## config.mk

```make
export PLATFORM = sky130hd
export DESIGN_NAME = wca_front
export DESIGN_NICKNAME = d
export VERILOG_FILES = /design/src/rtl/wca_pkg.sv /design/src/rtl/wca_front.sv
export SDC_FILE = /design/constraint.sdc
export NUM_CORES = 1
export LEC_CHECK = 0
export BUFFER_PORTS_ARGS = -buffer_cell sky130_fd_sc_hd__buf_4
export CAP_MARGIN = 40
export CORE_MARGIN = 3
export CORE_UTILIZATION = 30
export DETAILED_ROUTE_END_ITERATION = 12
export HOLD_SLACK_MARGIN = 0.03
export PLACE_DENSITY = 0.58
export SLEW_MARGIN = 15
export SYNTH_ARGS = -nofsm -noshare
export SYNTH_HDL_FRONTEND = slang
export SYNTH_SLANG_ARGS = --single-unit
```

## constraint.sdc

```tcl
create_clock -name clock -period 2.81 [get_ports clock]
set_input_delay 0 -clock clock [delete_from_list [all_inputs] [get_ports clock]]
set_output_delay 0 -clock clock [all_outputs]
set_load 0.005 [all_outputs]
```

## src/rtl/wca_pkg.sv

```systemverilog
// ----------------------------------------------------------------------------
// wca_pkg
// Types and constants shared by the covariance accumulator modules.
// ----------------------------------------------------------------------------
package wca_pkg;

   localparam int CFG_W    = 5;
   localparam int VALUE_W  = 16;
   localparam int WEIGHT_W = 16;
   localparam int IDX_W    = 4;
   localparam int SUM_W    = 64;
   localparam int WTOT_W   = 48;
   localparam int COUNT_W  = 32;
   localparam int COV_W    = 32;
   localparam int NUM_W    = 128;

   localparam logic OP_SAMPLE = 1'b0;
   localparam logic OP_READ   = 1'b1;

   // one queued item, already classified
   typedef struct packed {
      logic                       opcode;
      logic signed [VALUE_W-1:0]  value;
      logic [WEIGHT_W-1:0]        weight;
      logic [IDX_W-1:0]           row_hi;
      logic [IDX_W-1:0]           col_lo;
   } item_type;

   // queue head seen by the back end
   typedef struct packed {
      logic     valid;
      item_type item;
   } head_type;

   // back end status and pop toward the front end
   typedef struct packed {
      logic pop;
      logic clearing;
   } back_ctrl_type;

   typedef enum logic [3:0] {
      BK_CLEAR,
      BK_IDLE,
      BK_ELEM,
      BK_ESUM,
      BK_PREAD,
      BK_PMUL,
      BK_PWRITE,
      BK_RREAD0,
      BK_RREAD1,
      BK_RREAD2,
      BK_RMULA,
      BK_RMULB,
      BK_RSUM,
      BK_RDIV1,
      BK_RDIV2,
      BK_RDONE
   } back_state_type;

endpackage

```

## src/rtl/wca_front.sv

```systemverilog
// ----------------------------------------------------------------------------
// wca_front
// Accepts request transfers, orders the read indexes, queues two items.
// ----------------------------------------------------------------------------
module wca_front
   import wca_pkg::*;
(
   input  logic          clock,
   input  logic          reset,
   input  logic          req_tvalid,
   output logic          req_tready,
   input  logic [39:0]   req_tdata,
   input  logic          req_tuser,
   input  back_ctrl_type ctrl,
   output head_type      head
);

   item_type   q_ff [2];
   logic       wr_ptr_ff;
   logic       rd_ptr_ff;
   logic [1:0] cnt_ff;

   item_type   item_in;
   logic [IDX_W-1:0] row;
   logic [IDX_W-1:0] col;
   logic       push;
   logic       pop;

   // classify: unpack and put the larger index first
   always_comb begin
      row            = req_tdata[35:32];
      col            = req_tdata[39:36];
      item_in.opcode = req_tuser;
      item_in.value  = req_tdata[15:0];
      item_in.weight = req_tdata[31:16];
      item_in.row_hi = (row > col) ? row : col;
      item_in.col_lo = (row > col) ? col : row;
   end

   assign req_tready = (cnt_ff != 2'd2) && !ctrl.clearing;
   assign push       = req_tvalid && req_tready;
   assign pop        = ctrl.pop && (cnt_ff != 2'd0);

   // queue pointers
   always_ff @(posedge clock) begin
      if (reset) begin
         wr_ptr_ff <= 1'b0;
         rd_ptr_ff <= 1'b0;
         cnt_ff    <= 2'd0;
      end else begin
         if (push) wr_ptr_ff <= ~wr_ptr_ff;
         if (pop) rd_ptr_ff <= ~rd_ptr_ff;
         cnt_ff <= cnt_ff + {1'b0, push} - {1'b0, pop};
      end
   end

   // queue storage
   always_ff @(posedge clock) begin
      if (push) q_ff[wr_ptr_ff] <= item_in;
   end

   assign head.valid = cnt_ff != 2'd0;
   assign head.item  = q_ff[rd_ptr_ff];

endmodule

```

# == After elaboration in Yosys (flattened, before gate mapping) ==
# Memories as Yosys holds them, arrays and structs flattened. A register that Yosys moved wholly into a read port is not among the register bits.
# Cells that the tools add are included.
# op_classes
add_sub_neg,2
order_cmp,1
eq_ne,1
n_mux,6
bitwise,2
reduce_logical,5
# ops
op,n
4-bit two-way mux,2
4-bit > comparator,1
1-bit two-way mux,4
1-bit logical AND,3
2-bit by 1-bit adder with 2-bit output,1
"2-bit inequality test, second input constant",1
1-bit NOT,2
2-bit nonzero test,1
2-bit by 1-bit subtractor with 2-bit output,1
1-bit logical NOT,1
# word_totals
ff_bits,4
mem_bits_rw,82
in_bits,46
output_inout_bits,43
word_cells,21
n_memories,1
# memory_table
name,depth,word_bits,read_ports,rd_ports_with_merged_regs,wr,line,source
q_ff,2,41,1,1,1,wca_front.sv:18,item_type q_ff [2];

# == Longest topological paths before layout ==
# Gate-level depths: netlist of the first run.
# depth
word_depth,5
ltp_mapped,8
ltp_nobuf,8

# == Worst setup path before layout of the first run ==
# No wires, ideal clock.
# synth_path
path_kind,flip-flop to flip-flop
startpoint,register cnt_ff[1]
endpoint,memory q_ff[0][0] (netlist name) (enable)
setup_time_ns,0.440
arrival_ns,2.310
required_ns,2.370
setup_slack_ns,0.060
stages_incl_launch_ff,4
n_path_buf,0
synth_period_minus_slack_ns,2.750
path_cell_list,dfxtp_1 -> inv_1 -> o211ai_1 -> nor2_1
# synth_via
elab_chain_cells,5
# synth_rtl
element,line,source
from (decl),wca_front.sv:21,logic [1:0] cnt_ff;
from (signal assigned),wca_front.sv:53,"cnt_ff <= cnt_ff + {1'b0, push} - {1'b0, pop};"
2-bit inequality test,wca_front.sv:40,assign req_tready = (cnt_ff != 2'd2) && !ctrl.clearing;
1-bit logical AND,wca_front.sv:40,
1-bit logical AND,wca_front.sv:41,assign push = req_tvalid && req_tready;
1-bit two-way mux,wca_front.sv:59,if (push) q_ff[wr_ptr_ff] <= item_in;
1-bit two-way mux (not written as such),wca_front.sv:59,
to (decl),wca_front.sv:18,
# No other way between the ends.

==> results of run 1 <==
## final cells by class
| class | count | area [sq um] |
|---|---|---|
| Inverter | 8 | 30.0 |
| Tap cell | 140 | 175 |
| Clock buffer | 11 | 243 |
| Clock inverter | 5 | 129 |
| Multi-Input combinational cell | 75 | 785 |
| Fill cell | 1017 | 5840 |
| Sequential cell | 87 | 2560 |
| Timing Repair Buffer | 137 | 1170 |
## cells in the mapped netlist, drive strengths merged
library cell	count
o21a	1
mux2	49
edfxtp	82
buf	4
and4	1
clkbuf	1
nor2b	2
or2	1
o211ai	2
xnor2	4
inv	8
a21oi	2
ha	6
nor2	6
and2	1
dfxtp	5
## layout by cell type, fill, tap and decap left out
cell type,instances
or2_2,1
o21a_1,1
xnor2_1,4
nor2b_2,1
buf_4,90
mux2_1,2
bufinv_16,4
clkinv_4,1
inv_1,8
clkbuf_1,1
a21oi_1,1
dfxtp_1,4
nor2_4,2
ha_1,6
o211ai_2,1
and4_1,1
o211ai_1,1
dlygate4sd3_1,45
and2_1,1
a21oi_4,1
buf_12,2
nor2b_1,1
clkbuf_8,1
dfxtp_2,1
mux2_2,47
edfxtp_1,82
clkbuf_16,9
nor2_1,4
## layer usage
| metal | vias up | GRT usage |
|---|---|---|
| met5 | - | 0 |
| met4 | 0 | 0.0264 |
| met3 | 7 | 0.0383 |
| met2 | 60 | 0.187 |
| met1 | 962 | 0.127 |
| li1 | 953 | - |
## registers in the layout, indices dropped and copies added (netlist names), named ones only
| signal | flops |
|---|---|
| cnt_ff | 2 |
| wr_ptr_ff | 1 |
| rd_ptr_ff | 1 |
| q_ff | 82 |
## power by group through the flow
stage,sequential (mW),clock (mW),combinational (mW)
2_1_floorplan,1.60,0,0.454
3_3_place_gp,1.64,0,0.835
3_5_place_dp,1.65,0,0.839
4_1_cts,1.62,1.49,0.897
5_1_grt,1.63,1.54,0.958
6_report,1.61,1.44,0.875
## logic make-up (layout without fill, tap and decap cells)
logic type / Yosys count / count (layout) / synth area share
buffers and inverters: 13 / 161 / 0.0159
adder cells (fa/ha/maj): 6 / 6 / 0.0222
AO/OA/AOI/OAI: 5 / 5 / 0.0144
flip-flops: 87 / 87 / 0.757
AND/OR/NAND/NOR: 11 / 11 / 0.0174
XOR/XNOR: 4 / 4 / 0.0103
multiplexers: 49 / 49 / 0.163
## critical path: stages
cell and delay, ns:
dlygate4sd3_1 0.53, buf_4 0.14, ha_1 0.28, nor2b_2 0.14
o211ai_2 0.10, a21oi_4 0.30, mux2_1 0.36, dlygate4sd3_1 0.58
## per-stage QoR
step           power (mW)  hold WS, ns   util  cells  worst slack (ns)
2_1_floorplan        2.05       0.0716      -    175            0.0603
3_3_place_gp         2.48        0.185  0.390    402             0.969
3_5_place_dp         2.48        0.189  0.390    402             0.910
4_1_cts              4.00        0.102  0.466    463             0.454
5_1_grt              4.13        0.149  0.466    463             0.361
6_report             3.93        0.118  0.466    463             0.441
## final timing paths
kind / slack [ns] / endpoint
setup / recovery: 0.44 / q_ff[0][6]
hold / removal: 0.12 / flop
setup reg to reg: 0.91 / cnt_ff[1]
hold reg to reg: 0.55 / flop
==> metrics.cfg, run 1 <==
[min_path]
whs_path_depth = 4
hold_start = ctrl[1]
hp-class = input port to flop

[sta]
period_share = 0.843
finalClockSkew_ns = 0.00799
fin_tns_setup_ns = 0
slew_violations = 0
fmax_mhz = 422
finalSetupViolations = 0
period_minus_slack_ns = 2.37
finalHoldViolCount = 0
rsz0062_at_grt = no
worst_slew_pin_slew_ns = 0.615
relSlewSlack = 0.588

[place]
port_buffers = 88
dp_hpwl_um = 4090
placed_area_sq_mm = 0.00427
place_congestion = 0.673

[floorplan]
start_util = 0.310
die_x_um = 112
dieHeight_um = 112
core_area_sq_mm = 0.0109
std_cell_rows = 38
die_area_sq_mm = 0.0126
pin_count = 89

[grt]
antenna_found_initial = 0
grt_max_degree = 42
grt_pass1_wl_um = 10600
first_global_vias = 2161
overflow = 0
grt_usage = 0.107

[cts]
cts_tree = built
cts_buffers = 9
clock_sinks = 87
htreeDepth = 3
clk_pin_slew_ns = 0.06
clk_latency_ns = 0.32
cts_hold_buf = 45
clockRootBuffer = clkbuf_16
postCtsResizedCells = 0
post-cts-setup-buffers = 0
cts_buffer_depth = 2

[routing]
routed_wl_um = 6460
drc_errors = 0
vias = 1982
highest_layer = met4
dr_wl_met2_um = 3300
met3WireLength_um = 382
wl_met1_um = 2730
wl_per_cell_um = 14.0
routed_via_density = 4.28
drtIter0Drc = 43
ant_nets = 0
first_pass_iters = 7

[power]
p_per_area_mw_per_mm2 = 771
power_frac_comb = 0.223
p_int_mw = 3.08
swShare = 0.215
clockPowerShare = 0.366
vdd_drop_max_mv = 0.398
leakagePower_nw = 1.93
power_frac_seq = 0.411
netSwitchingPower_uw = 844

[logic_synthesis]
synth_fp_nets = 227
syn_area_sq_mm = 0.00339
synth_cells = 175
synthDominantAreaCellType = edfxtp_1
yosys_warnings = 0
synth.ff_latch_count = 87
yosysTopAreaCellShare = 0.727
seq_area_frac_synth = 0.757
syn-mean-instance-area_sq_um = 19.3
netlist_top_cells_area = edfxtp_1, mux2_2, dfxtp_1
synth_cell_types = 20

[cells_and_area]
antenna_cells = 0
drive_above_1_share = 0.498
areaGrowthSynthToFinish_pct = 50.4
nets = 370
design_area_sq_mm = 0.00509

[status]
status = finished clean

[setup_path]
cp_data_arrival_time_ns = 2.44
rr_startpoint = cnt_ff[1]
crit_type = input port to flop
crit_path_end_kind = flop
reg2regPathDepth = 8
crit_start = req_tdata[33]
start_kind = input port
path_max_fanout = 8
worstPathRequired_ns = 2.88

[job]
drv_cap = 0

Power figures use the tool's default switching activity.
==> run 2, diff against run 1 <==
--- a/config.mk
+++ b/config.mk
@@ -11,7 +11,7 @@
 export CORE_UTILIZATION = 30
 export DETAILED_ROUTE_END_ITERATION = 12
 export HOLD_SLACK_MARGIN = 0.03
-export PLACE_DENSITY = 0.58
+export PLACE_DENSITY = 0.56
 export SLEW_MARGIN = 15
 export SYNTH_ARGS = -nofsm -noshare
 export SYNTH_HDL_FRONTEND = slang
==> constraint.sdc (replaced) <==
create_clock -name clock -period 2.23 [get_ports clock]
set_input_delay 0 -clock clock [delete_from_list [all_inputs] [get_ports clock]]
set_output_delay 0 -clock clock [all_outputs]
set_load 0.005 [all_outputs]
==> metrics.cfg, run 2 (synthesis results as in run 1) <==
[job]
drv_cap = 0

[grt]
grt_util_met1 = 0.126
met2_usage = 0.171
overflow = 0
top_usage_layer = met2
grt_pass1_wl_um = 10100
first_global_vias = 2079
grt_usage = 0.103
grtUsageMet3 = 0.0318
grt_max_degree = 27
antenna_found_initial = 0

[routing]
wl_per_cell_um = 13.6
ant_nets = 0
drc_errors = 0
drtIter0Drc = 43
first_pass_iters = 4
routed_via_density = 4.24
vias = 1953
routed_wl_um = 6260

[setup_path]
cp_data_arrival_time_ns = 1.88
crit_type = input port to flop
reg2reg_slack_ns = 0.46
worstPathRequired_ns = 2.31
max_stage_delay_ns = 0.53
path_max_fanout = 8
start_kind = input port
path_cells = dlygate4sd3_1 > buf_4 > ha_1 > nor2b_2 > o211ai_2 > a21oi_4 > mux2_2
crit_slowest_cell = dlygate4sd3_1
crit_path_end_kind = flop

[min_path]
hp-class = input port to flop

[cells_and_area]
antenna_cells = 0
reg_top3 = q_ff (82), cnt_ff (2)
final_common_cell = buf_4
fin_util = 0.452
areaGrowthSynthToFinish_pct = 46.1
n_fill_cell = 1013
drive_above_1_share = 0.502
largest_register_ffs = 82
final_cell_mix = buf_4, edfxtp_1, mux2_2
nets = 369
largest_register = q_ff

[place]
port_buffers = 88
place_congestion = 0.711
dp_hpwl_um = 4140

[floorplan]
core_area_sq_mm = 0.0109
std_cell_rows = 38
start_util = 0.310
die_x_um = 112
pin_count = 89
die_area_sq_mm = 0.0126
dieHeight_um = 112

[power]
p_per_area_mw_per_mm2 = 894
leakagePower_nw = 1.86
vdd_drop_max_mv = 0.336

[cts]
cts_buffer_depth = 2
clk_pin_slew_ns = 0.06
cts_buffers = 9
cts_hold_buf = 42
cts_tree = built
post-cts-setup-buffers = 0
clock_sinks = 87
clk_latency_ns = 0.33
htreeDepth = 3
clockRootBuffer = clkbuf_16
postCtsResizedCells = 0

[sta]
slew_violations = 0
period_share = 0.811
worst_slew_pin_slew_ns = 0.450
fmax_mhz = 553
rsz0062_at_grt = no
period_minus_slack_ns = 1.81
finalHoldViolCount = 0
relSlewSlack = 0.700
timing.hold.ws_ns = 0.0864
finalClockSkew_ns = 0.00535
finalSetupViolations = 0

[status]
status = finished clean

-- run 2: area by class of cell --
| class | count | area [sq um] | share of cell area |
|---|---|---|---|
| Inverter | 8 | 30.0 | 0.00607 |
| Clock buffer | 10 | 229 | 0.0463 |
| Multi-Input combinational cell | 75 | 785 | 0.159 |
| Clock inverter | 5 | 26.3 | 0.00531 |
| Sequential cell | 87 | 2560 | 0.518 |
| Tap cell | 140 | 175 | 0.0354 |
| Timing Repair Buffer | 136 | 1140 | 0.230 |
-- run 2: critical path: cells and delay by family --
family / cells / cell delay, ns
AOI/OAI and AO/OA: 2 / 0.40
adders and majority gates: 1 / 0.27
buffers and inverters: 2 / 0.67
muxes: 1 / 0.39
and+or+nand+nor: 1 / 0.14
-- run 2: path summary, 6_finish.rpt --
| path | startpoint | endpoint | cells past startpoint |
|---|---|---|---|
| setup / recovery | req_tdata[33] | q_ff[1][4] | 7 |
| hold / removal | ctrl[1] | rd_ptr_ff | 4 |
| setup reg to reg | cnt_ff[0] | cnt_ff[1] | 8 |
| hold reg to reg | rd_ptr_ff | rd_ptr_ff | 2 |
-- run 2: where the power goes --
part	switching [mW]	internal, mW	total [mW]	leakage (nW)
clock	0.553	0.737	1.29	0.126
combinational	0.408	0.692	1.10	0.946
sequential	0.0823	1.95	2.03	0.793
total	1.04	3.38	4.42	1.86
-- run 2: per-stage QoR --
stage | instances | setup slack (ns) | power, mW | TNS [ns] | cell area [sq um]
5_1_grt | 461 | 0.304 | 4.65 | 0 | 4950
6_report | 461 | 0.423 | 4.42 | 0 | 4950
4_1_cts | 461 | 0.414 | 4.51 | 0 | 4950
2_1_floorplan | 175 | -0.520 | 2.58 | -42.62 | 3390
3_3_place_gp | 404 | 0.522 | 3.13 | 0 | 4270
3_5_place_dp | 404 | 0.459 | 3.14 | 0 | 4270
-- run 2: per-layer routing --
layer	vias up	wire [um]
met5	-	0
met4	0	87
met3	6	344
met2	57	3100
met1	936	2730
li1	954	-
==> run 3, diff against run 2 <==
--- a/config.mk
+++ b/config.mk
@@ -11,7 +11,7 @@
 export CORE_UTILIZATION = 30
 export DETAILED_ROUTE_END_ITERATION = 12
 export HOLD_SLACK_MARGIN = 0.03
-export PLACE_DENSITY = 0.56
+export PLACE_DENSITY = 0.58
 export SLEW_MARGIN = 15
 export SYNTH_ARGS = -nofsm -noshare
 export SYNTH_HDL_FRONTEND = slang
==> constraint.sdc (replaced) <==
create_clock -name clock -period 1.55 [get_ports clock]
set_input_delay 0 -clock clock [delete_from_list [all_inputs] [get_ports clock]]
set_output_delay 0 -clock clock [all_outputs]
set_load 0.005 [all_outputs]
==> metrics.cfg, run 3 (synthesis results as in run 1) <==
[sta]
period_minus_slack_ns = 1.63
fin_tns_setup_ns = -0.441
period_share = 1.05
rsz0062_at_grt = yes
finalSetupViolations = 21
slew_violations = 0
fmax_mhz = 615
timing.hold.ws_ns = 0.0993
timing.final.ws_setup_ns = -0.0769
finalHoldViolCount = 0
worst_slew_pin_slew_ns = 0.301
finalClockSkew_ns = 0.00392
relSlewSlack = 0.799

[cells_and_area]
final_cell_mix = buf_4, edfxtp_1, mux2_2
largest_register_ffs = 82
antenna_cells = 0
seqCellArea_sq_mm = 0.00257
nets = 390
n_fill_cell = 979
multi_input_area_sq_um = 822
drive_above_1_share = 0.569
largest_register = q_ff
fin_util = 0.490
reg_top3 = q_ff (82), cnt_ff (2)
final_common_cell = buf_4
areaGrowthSynthToFinish_pct = 58.4
final-instance-count-excl-fill = 483
design_area_sq_mm = 0.00536

[grt]
overflow = 0
grt_usage = 0.108
antenna_found_initial = 0
grt_pass1_wl_um = 10600
first_global_vias = 2170
grt_max_degree = 42

[floorplan]
core_area_sq_mm = 0.0109
std_cell_rows = 38
die_area_sq_mm = 0.0126
pin_count = 89
die_x_um = 112
start_util = 0.310
dieHeight_um = 112

[job]
drv_cap = 0

[power]
vdd_drop_max_mv = 0.479
leakagePower_nw = 2.04
finalPower_mw = 6.71
p_per_area_mw_per_mm2 = 1250

[cts]
clk_pin_slew_ns = 0.06
clock_sinks = 87
clk_latency_ns = 0.32
cts_tree = built
cts_buffer_depth = 2
htreeDepth = 3
clockRootBuffer = clkbuf_16
cts_buffers = 9

[setup_path]
worstPathRequired_ns = 1.76
cp_data_arrival_time_ns = 1.84
path_max_fanout = 2
start_kind = flop
crit_start = cnt_ff[0]
crit_type = flop to flop
rr_startpoint = cnt_ff[0]
crit_path_end_kind = flop

[min_path]
hold_start = req_tdata[37]
hp-class = input port to flop

[routing]
routed_wl_um = 7280
routed_via_density = 4.27
drtIter0Drc = 72
vias = 2062
ant_nets = 0
first_pass_iters = 4
wl_per_cell_um = 15.1
drc_errors = 0

[place]
port_buffers = 88
place_inst = 412
dp_hpwl_um = 4060
placed_area_sq_mm = 0.00438
place_congestion = 0.697
pre_cts_ws_ns = -0.172

[status]
violations = setup timing
status = finished with violations

==> run 3: area by class of cell <==
cell class                      count  area share
Clock buffer                        9      0.0420
Multi-Input combinational cell     75       0.153
Tap cell                          140      0.0327
Timing Repair Buffer              157       0.280
Inverter                            8     0.00607
Clock inverter                      7     0.00747
Sequential cell                    87       0.479
==> run 3: path summary, 6_finish.rpt <==
path	endpoint	slack (ns)	depth (start not counted)
min reg2reg	flop	0.52	2
min	q_ff[1][1]	0.1	3
max reg2reg	cnt_ff[1]	-0.08	8
max	cnt_ff[1]	-0.08	8
==> run 3: worst max-delay path: stages, from the launching register on <==
cell and delay, ns:
dfxtp_2 0.32, or2_4 0.24, and2_4 0.15, ha_4 0.27
inv_4 0.03, ha_4 0.15, xnor2_2 0.13, xnor2_1 0.15
nor2_1 0.07
==> run 3: what timing repair did <==
action                                  4_1_cts  5_1_grt
endpoints found under the hold margin        79        0
buffers inserted                              0        7
pin swaps                                     6        9
gates cloned                                  0       11
endpoints found under the setup margin        2       84
resized for setup                             7        8
hold buffers                                 38        0
==> run 3: where the power goes <==
part           internal, mW  leakage, nW  switching [mW]
combinational          1.22         1.12           0.731
clock                  1.07        0.122           0.832
sequential             2.81        0.794          0.0552
==> run 3: routing by layer <==
layer / wire, um / GRT usage / share of wire
met5: 0 / 0 / 0
met4: 117 / 0.0457 / 0.016
met3: 301 / 0.0248 / 0.041
met2: 3520 / 0.180 / 0.48
met1: 3340 / 0.136 / 0.46
